==> src/rtl/wqr_pkg.sv <==
`default_nettype none

package wqr_pkg;

    localparam int QUEUE_SLOTS = 16;
    localparam int ID_BITS     = 8;

    localparam int ACTION_BITS = 2;
    localparam int STATUS_BITS = 2;

    // Request codes
    localparam logic [ACTION_BITS-1:0] ACT_APPEND      = 2'd0;
    localparam logic [ACTION_BITS-1:0] ACT_REMOVE_HEAD = 2'd1;
    localparam logic [ACTION_BITS-1:0] ACT_REMOVE_ID   = 2'd2;

    // Result status codes
    localparam logic [STATUS_BITS-1:0] ST_OK        = 2'd0;
    localparam logic [STATUS_BITS-1:0] ST_NOT_FOUND = 2'd1;
    localparam logic [STATUS_BITS-1:0] ST_FULL      = 2'd2;
    localparam logic [STATUS_BITS-1:0] ST_DUPLICATE = 2'd3;

    // Per-cycle command broadcast to every cell of the row.
    typedef struct packed {
        logic append_en;
        logic remove_head_en;
        logic remove_id_en;
    } cell_ctrl_t;

endpackage

`default_nettype wire

==> src/rtl/wqr_if.sv <==
`default_nettype none

interface wqr_req_if #(
    parameter int ID_BITS = wqr_pkg::ID_BITS
);
    logic                                valid;
    logic                                ready;
    logic [wqr_pkg::ACTION_BITS-1:0]     action;
    logic [ID_BITS-1:0]                  waiter_id;

    modport source (output valid, output action, output waiter_id, input ready);
    modport sink   (input valid, input action, input waiter_id, output ready);
endinterface

interface wqr_rsp_if #(
    parameter int ID_BITS = wqr_pkg::ID_BITS
);
    logic                                valid;
    logic                                ready;
    logic [wqr_pkg::STATUS_BITS-1:0]     status;
    logic [ID_BITS-1:0]                  removed_id;
    logic                                queue_empty;

    modport source (output valid, output status, output removed_id,
                    output queue_empty, input ready);
    modport sink   (input valid, input status, input removed_id,
                    input queue_empty, output ready);
endinterface

`default_nettype wire

==> src/rtl/wqr_cell.sv <==
`default_nettype none

module wqr_cell #(
    parameter int ID_BITS = wqr_pkg::ID_BITS
) (
    input  wire logic                clk,
    input  wire logic                rst_n,
    input  wire wqr_pkg::cell_ctrl_t ctrl,
    input  wire logic [ID_BITS-1:0]  req_id,
    input  wire logic                prev_valid,
    input  wire logic [ID_BITS-1:0]  next_id,
    input  wire logic                next_valid,
    input  wire logic                seen_in,
    output logic                     seen_out,
    output logic [ID_BITS-1:0]       id,
    output logic                     valid
);

    logic [ID_BITS-1:0] id_reg;
    logic [ID_BITS-1:0] id_next;
    logic               valid_reg;
    logic               valid_next;
    logic               match;
    logic               shift_here;
    logic               load_here;

    assign match    = valid_reg && (id_reg == req_id);
    assign seen_out = seen_in || match;

    // A removal closes the gap: this cell and every cell behind the removed
    // one take the word of their right-hand neighbor.
    assign shift_here = ctrl.remove_head_en || (ctrl.remove_id_en && seen_out);
    // The first empty cell after the occupied prefix is the tail slot.
    assign load_here  = ctrl.append_en && prev_valid && !valid_reg;

    always_comb
    begin
        id_next    = id_reg;
        valid_next = valid_reg;
        if (shift_here)
        begin
            id_next    = next_id;
            valid_next = next_valid;
        end
        else if (load_here)
        begin
            id_next    = req_id;
            valid_next = 1'b1;
        end
    end

    always_ff @(posedge clk or negedge rst_n)
    begin
        if (!rst_n)
        begin
            valid_reg <= 1'b0;
        end
        else
        begin
            valid_reg <= valid_next;
        end
    end

    always_ff @(posedge clk)
    begin
        id_reg <= id_next;
    end

    assign id    = id_reg;
    assign valid = valid_reg;

endmodule

`default_nettype wire

==> src/rtl/wait_queue_with_removal.sv <==
`default_nettype none

// First-in first-out queue of waiter ids with removal by id. Each request
// word is applied in the cycle it is accepted: every cell of the row compares
// its id with the request in parallel, and on a removal the cells behind the
// removed entry take their neighbor's id, so the queue stays compacted with
// the head in cell 0. One request is taken per clock while the output
// register is empty or its waiting result is taken in the same cycle; the
// result word appears in that register on the next cycle. Appending an id
// already queued returns the duplicate status, appending to a full queue the
// full status; both leave the queue unchanged. The queue comes out of reset
// empty and needs no initialization time.
module wait_queue_with_removal #(
    parameter int QUEUE_SLOTS = wqr_pkg::QUEUE_SLOTS,
    parameter int ID_BITS     = wqr_pkg::ID_BITS
) (
    input  wire logic clk,
    input  wire logic rst_n,
    wqr_req_if.sink   req,
    wqr_rsp_if.source rsp
);

    logic [ID_BITS-1:0]  cell_id    [QUEUE_SLOTS];
    logic                cell_valid [QUEUE_SLOTS];
    logic                seen       [QUEUE_SLOTS];
    wqr_pkg::cell_ctrl_t ctrl;

    logic                            fire;
    logic                            any_match;
    logic                            full;
    logic [wqr_pkg::STATUS_BITS-1:0] status_next;
    logic [ID_BITS-1:0]              removed_next;
    logic                            empty_next;

    logic                            out_valid_reg;
    logic [wqr_pkg::STATUS_BITS-1:0] status_reg;
    logic [ID_BITS-1:0]              removed_reg;
    logic                            empty_reg;

    assign req.ready = !out_valid_reg || rsp.ready;
    assign fire      = req.valid && req.ready;

    genvar g;
    generate
        for (g = 0; g < QUEUE_SLOTS; g++)
        begin : g_cell
            logic               prev_valid_w;
            logic [ID_BITS-1:0] next_id_w;
            logic               next_valid_w;
            logic               seen_in_w;

            if (g == 0)
            begin : g_head
                assign prev_valid_w = 1'b1;
                assign seen_in_w    = 1'b0;
            end
            else
            begin : g_body
                assign prev_valid_w = cell_valid[g-1];
                assign seen_in_w    = seen[g-1];
            end

            if (g == QUEUE_SLOTS - 1)
            begin : g_tail
                assign next_id_w    = '0;
                assign next_valid_w = 1'b0;
            end
            else
            begin : g_inner
                assign next_id_w    = cell_id[g+1];
                assign next_valid_w = cell_valid[g+1];
            end

            wqr_cell #(
                .ID_BITS (ID_BITS)
            ) u_cell (
                .clk        (clk),
                .rst_n      (rst_n),
                .ctrl       (ctrl),
                .req_id     (req.waiter_id),
                .prev_valid (prev_valid_w),
                .next_id    (next_id_w),
                .next_valid (next_valid_w),
                .seen_in    (seen_in_w),
                .seen_out   (seen[g]),
                .id         (cell_id[g]),
                .valid      (cell_valid[g])
            );
        end
    endgenerate

    // The match flag ripples down the row, so the last cell knows whether
    // the id is queued anywhere.
    assign any_match = seen[QUEUE_SLOTS-1];
    assign full      = cell_valid[QUEUE_SLOTS-1];

    always_comb
    begin
        ctrl         = '0;
        status_next  = wqr_pkg::ST_NOT_FOUND;
        removed_next = '0;
        empty_next   = !cell_valid[0];
        case (req.action)
            wqr_pkg::ACT_APPEND:
            begin
                if (any_match)
                begin
                    status_next = wqr_pkg::ST_DUPLICATE;
                end
                else if (full)
                begin
                    status_next = wqr_pkg::ST_FULL;
                end
                else
                begin
                    status_next    = wqr_pkg::ST_OK;
                    ctrl.append_en = fire;
                    empty_next     = 1'b0;
                end
            end
            wqr_pkg::ACT_REMOVE_HEAD:
            begin
                if (cell_valid[0])
                begin
                    status_next         = wqr_pkg::ST_OK;
                    removed_next        = cell_id[0];
                    ctrl.remove_head_en = fire;
                    empty_next          = !cell_valid[1];
                end
            end
            wqr_pkg::ACT_REMOVE_ID:
            begin
                if (any_match)
                begin
                    status_next       = wqr_pkg::ST_OK;
                    ctrl.remove_id_en = fire;
                    empty_next        = !cell_valid[1];
                end
            end
            default:
            begin
                status_next = wqr_pkg::ST_NOT_FOUND;
            end
        endcase
    end

    always_ff @(posedge clk or negedge rst_n)
    begin
        if (!rst_n)
        begin
            out_valid_reg <= 1'b0;
        end
        else if (fire)
        begin
            out_valid_reg <= 1'b1;
        end
        else if (rsp.ready)
        begin
            out_valid_reg <= 1'b0;
        end
    end

    always_ff @(posedge clk)
    begin
        if (fire)
        begin
            status_reg  <= status_next;
            removed_reg <= removed_next;
            empty_reg   <= empty_next;
        end
    end

    assign rsp.valid       = out_valid_reg;
    assign rsp.status      = status_reg;
    assign rsp.removed_id  = removed_reg;
    assign rsp.queue_empty = empty_reg;

endmodule

`default_nettype wire

==> src/flat_wrapper.sv <==
// flat-port wrapper written by rule: the top's interface ports become plain ports
module wait_queue_with_removal_flat 
#(
    parameter int QUEUE_SLOTS = wqr_pkg::QUEUE_SLOTS,
    parameter int ID_BITS     = wqr_pkg::ID_BITS
)
  (clk, rst_n, req_valid, req_action, req_waiter_id, req_ready, rsp_valid, rsp_status, rsp_removed_id, rsp_queue_empty, rsp_ready);
  wqr_req_if #(.ID_BITS(ID_BITS)) req_i ();
  wqr_rsp_if #(.ID_BITS(ID_BITS)) rsp_i ();
  input  wire logic clk;
  input  wire logic rst_n;
  input wire logic [$bits(req_i.valid)-1:0] req_valid;
  input wire logic [$bits(req_i.action)-1:0] req_action;
  input wire logic [$bits(req_i.waiter_id)-1:0] req_waiter_id;
  output wire logic [$bits(req_i.ready)-1:0] req_ready;
  output wire logic [$bits(rsp_i.valid)-1:0] rsp_valid;
  output wire logic [$bits(rsp_i.status)-1:0] rsp_status;
  output wire logic [$bits(rsp_i.removed_id)-1:0] rsp_removed_id;
  output wire logic [$bits(rsp_i.queue_empty)-1:0] rsp_queue_empty;
  input wire logic [$bits(rsp_i.ready)-1:0] rsp_ready;
  assign req_i.valid = req_valid;
  assign req_i.action = req_action;
  assign req_i.waiter_id = req_waiter_id;
  assign req_ready = req_i.ready;
  assign rsp_valid = rsp_i.valid;
  assign rsp_status = rsp_i.status;
  assign rsp_removed_id = rsp_i.removed_id;
  assign rsp_queue_empty = rsp_i.queue_empty;
  assign rsp_i.ready = rsp_ready;
  wait_queue_with_removal #(.QUEUE_SLOTS(QUEUE_SLOTS), .ID_BITS(ID_BITS)) u_core (.clk(clk), .rst_n(rst_n), .req(req_i), .rsp(rsp_i));
endmodule
==> config.mk <==
export PLATFORM = sky130hd
export DESIGN_NAME = wait_queue_with_removal_flat
export DESIGN_NICKNAME = d
export VERILOG_FILES = /design/src/rtl/wqr_pkg.sv /design/src/rtl/wqr_if.sv /design/src/rtl/wqr_cell.sv /design/src/rtl/wait_queue_with_removal.sv /design/src/flat_wrapper.sv
export SDC_FILE = /design/constraint.sdc
export NUM_CORES = 1
export LEC_CHECK = 0
export ABC_AREA = 1
export BUFFER_PORTS_ARGS = -buffer_cell sky130_fd_sc_hd__buf_2
export CAP_MARGIN = 20
export CORE_UTILIZATION = 40
export CTS_CLUSTER_DIAMETER = 50
export DETAILED_ROUTE_END_ITERATION = 8
export HOLD_SLACK_MARGIN = 0.05
export MAX_ROUTING_LAYER = met4
export SYNTH_ARGS = -nofsm -noshare
export SYNTH_HDL_FRONTEND = slang
export SYNTH_SLANG_ARGS = --single-unit
==> constraint.sdc <==
create_clock -name clk -period 3.5 [get_ports clk]
set_input_delay 0.175 -clock clk [delete_from_list [all_inputs] [get_ports clk]]
set_output_delay 0.175 -clock clk [all_outputs]
set_load 0.05 [all_outputs]
==> results.yml <==
layout:
  syn_to_final_growth_pct: 11.24
  layout.cells.non_filler: 1417
  drive_gt1_frac: 0.1275
  fill_cells: 2117
  utilization: 0.4584
  antenna_cells: 0
  fin_nets: 1138
  largest_register_ffs: 128
critical_path:
  path_buf_inv: 3
  path_max_fanout: 24
  startpoint_type: "flip-flop"
  startpoint: "u_core.g_cell[1].u_cell.id[3]"
  worstPathCellList: "inv_1, nand2_1, nand2_1, inv_1, nand2_1, nor2_1, nand3_2, nand4_2, nor2_4, nand4_2, nor2_4, nand4_2, nor2_2, nand4_2, nand2_1, nand2_2, buf_12, nand2_4, nand2_1"
  cp_common_cell: "nand2_1"
  critPathArrivalTime_ps: 3210
  end_kind: "flip-flop"
  required_ps: 3600
  critPathTopFamily: "simple AND/OR/NAND/NOR gates"
  worstSetupPathType: "flip-flop to flip-flop"
  timing.rr.start: "u_core.g_cell[1].u_cell.id[3]"
  crit_slowest_cell: "edfxtp_1"
  max_stage_delay_ps: 410
cts:
  clock-sinks: 156
  cts_buffer_depth: 2
  htreeDepth: 4
  cts_setup_buffers: 0
  insertion_delay_ps: 430
  numCtsBuffers: 17
  cts_root_buffer: "clkbuf_16"
  path_clk_slew_ps: 70
  tritoncts: "yes"
sta:
  max_slew_margin: 0.6668
  finalCritPeriodShare: 0.8892
  tns_ps: 0
  rsz0062_at_grt: "no"
  fmax_ghz: 0.3213
  drv_slew: 0
  fin_worst_skew_ps: 12.47
  finalSetupViolCount: 0
  fin_hold_ws_ps: 105.4
  tightestPinTransition_ps: 487.2
  period_needed_ps: 3112
  hold_viol: 0
placed_design:
  port_buffers: 26
  hpwl_mm: 17.17
  gp_congestion: 0.8624
  post-place-cells: 1382
global_route:
  grt_max_degree: 36
  grt_pass1_vias: 7023
  grt_pass1_wl_mm: 38.05
  grt_usage: 0.2162
  grt_antenna_before_repair: 0
  gr-total-overflow: 0
floorplan:
  dieArea_mm2: 0.02337
  rows: 54
  chipWidth_um: 152.9
  ios: 27
  fp.dieH_um: 152.9
  initial_core_util: 0.4121
  core_mm2: 0.02209
power:
  power_mw: 5.075
  vdd_drop_max_v: 0.0003085
  powerDensity_mw_per_mm2: 501.0
  power.leakage_nw: 4.627
detailed_routing:
  vias: 7433
  drcViolationCount: 0
  vias_per_cell: 5.246
  wirelength_mm: 23.62
  dr.pass1.iters: 5
  routedWlPerCell_um: 16.67
  drtIter0Drc: 643
  ant_nets: 0
synthesis:
  synth_edf_count: 131
  ys_seq_elements: 156
  synthCells: 1097
  synth_ff_type: "edfxtp_1"
  syn_nets: 1111
  syn_area_per_cell_um2: 8.300
  netlist_area_mm2: 0.009105
  yosys_warnings: 0
  ys_types: 44
  ys_seq_area_frac: 0.4964
  async_reset_ff_frac: 0.1090
job:
  cap_viol_max_count: 0
run_status:
  status: "finished clean"
worst_hold_path:
  min_path_type: "input pin to flip-flop"
  hold_start: "req_action[0]"
## power by group
group	total (mW)	switching [mW]	internal, mW
registers	2.35	0.142	2.21
clock network	1.82	0.817	1.00
logic	0.905	0.613	0.292
## final timing paths
check / to / slack (ps) / depth (start not counted)
max: u_core.g_cell[4].u_cell.id[1] / 390 / 19
min: u_core.rsp.queue_empty / 110 / 3
max reg2reg: u_core.g_cell[4].u_cell.id[1] / 390 / 19
min reg2reg: u_core.g_cell[15].u_cell.id[4] / 540 / 4
max in group asynchronous: u_core.g_cell[8].u_cell.valid / 2940 / 2
min in group asynchronous: u_core.rsp.valid / 230 / 2
## per-stage QoR
stage / instance area (um^2) / worst slack, ps
after floorplan: 9105 / 228.3
after global placement: 9505 / 276.8
after detailed placement: 9505 / 181.5
after CTS: 10110 / 299.6
after global routing: 10130 / 6.693
final: 10130 / 387.7
## timing repair
action,CTS,global route
endpoints found under the setup margin,0,43
gates resized for setup,0,6
endpoints found under the hold margin,18,0
hold buffers,3,0
## logic make-up (layout without fill, tap and decap cells)
| family | Yosys count | after routing | share of synthesized area |
|---|---|---|---|
| buf+inv | 179 | 219 | 0.09454 |
| xor+xnor | 36 | 36 | 0.03463 |
| compound gates | 147 | 147 | 0.09207 |
| simple gates | 579 | 579 | 0.2824 |
| flops | 156 | 156 | 0.4964 |
## per-layer routing
layer,up-vias,wire [um],track usage
li1,3715,-,-
met1,3468,10830,0.2833
met2,224,11090,0.3432
met3,26,1322,0.03402
met4,0,380,0.06878
met5,-,0,-
## final cells by class
cell class / count / area, um^2 / area share
inverter: 120 / 452.9 / 0.04472
clock buffer: 17 / 425.4 / 0.04200
clock inverter: 15 / 152.6 / 0.01507
sequential: 156 / 4519 / 0.4462
timing repair buffer: 67 / 483.0 / 0.04768
tap: 280 / 350.3 / 0.03459
multi-input combinational: 762 / 3745 / 0.3697
## placed cells by master, fill, tap and decap left out, types with 20 or more instances in the layout
cell type and count:
o21ai_0 32, edfxtp_1 131, nor2_1 65, inv_1 110
nand3_1 91, xor2_1 20, nand4_1 25, buf_4 35
nand2_1 345, buf_2 26, o21ai_1 56
## Yosys cell counts (2+ instances only)
library cell	number	area (um^2)
nand2_1	351	1318
edfxtp_1	131	3934
inv_1	110	412.9
nand3_1	91	455.4
nor2_1	65	244.0
o21ai_1	56	280.3
o21ai_0	32	160.2
nand4_1	25	156.4
xor2_1	20	175.2
buf_2	19	95.09
o22ai_1	19	118.9
a21oi_1	18	90.09
buf_6	17	191.4
dfrtp_1	17	425.4
xnor2_1	16	140.1
clkbuf_1	13	48.80
o2111ai_1	10	87.58
buf_4	9	67.56
dfxtp_1	8	160.2
inv_2	8	30.03
nand2_2	7	43.79
nand2_4	7	78.83
nor4_1	7	43.79
nand4_2	6	75.07
nor3_1	6	30.03
a211oi_1	3	22.52
nor2_4	3	33.78
or2_2	3	18.77
a2111oi_0	2	17.52
a31oi_1	2	12.51
nand3_2	2	20.02
nor2_2	2	12.51
## worst min-delay path, stage by stage
cell,delay (ps)
buf_2,120
o21ai_0,90
nand2_1,50
(Power assumes the default switching activity.)
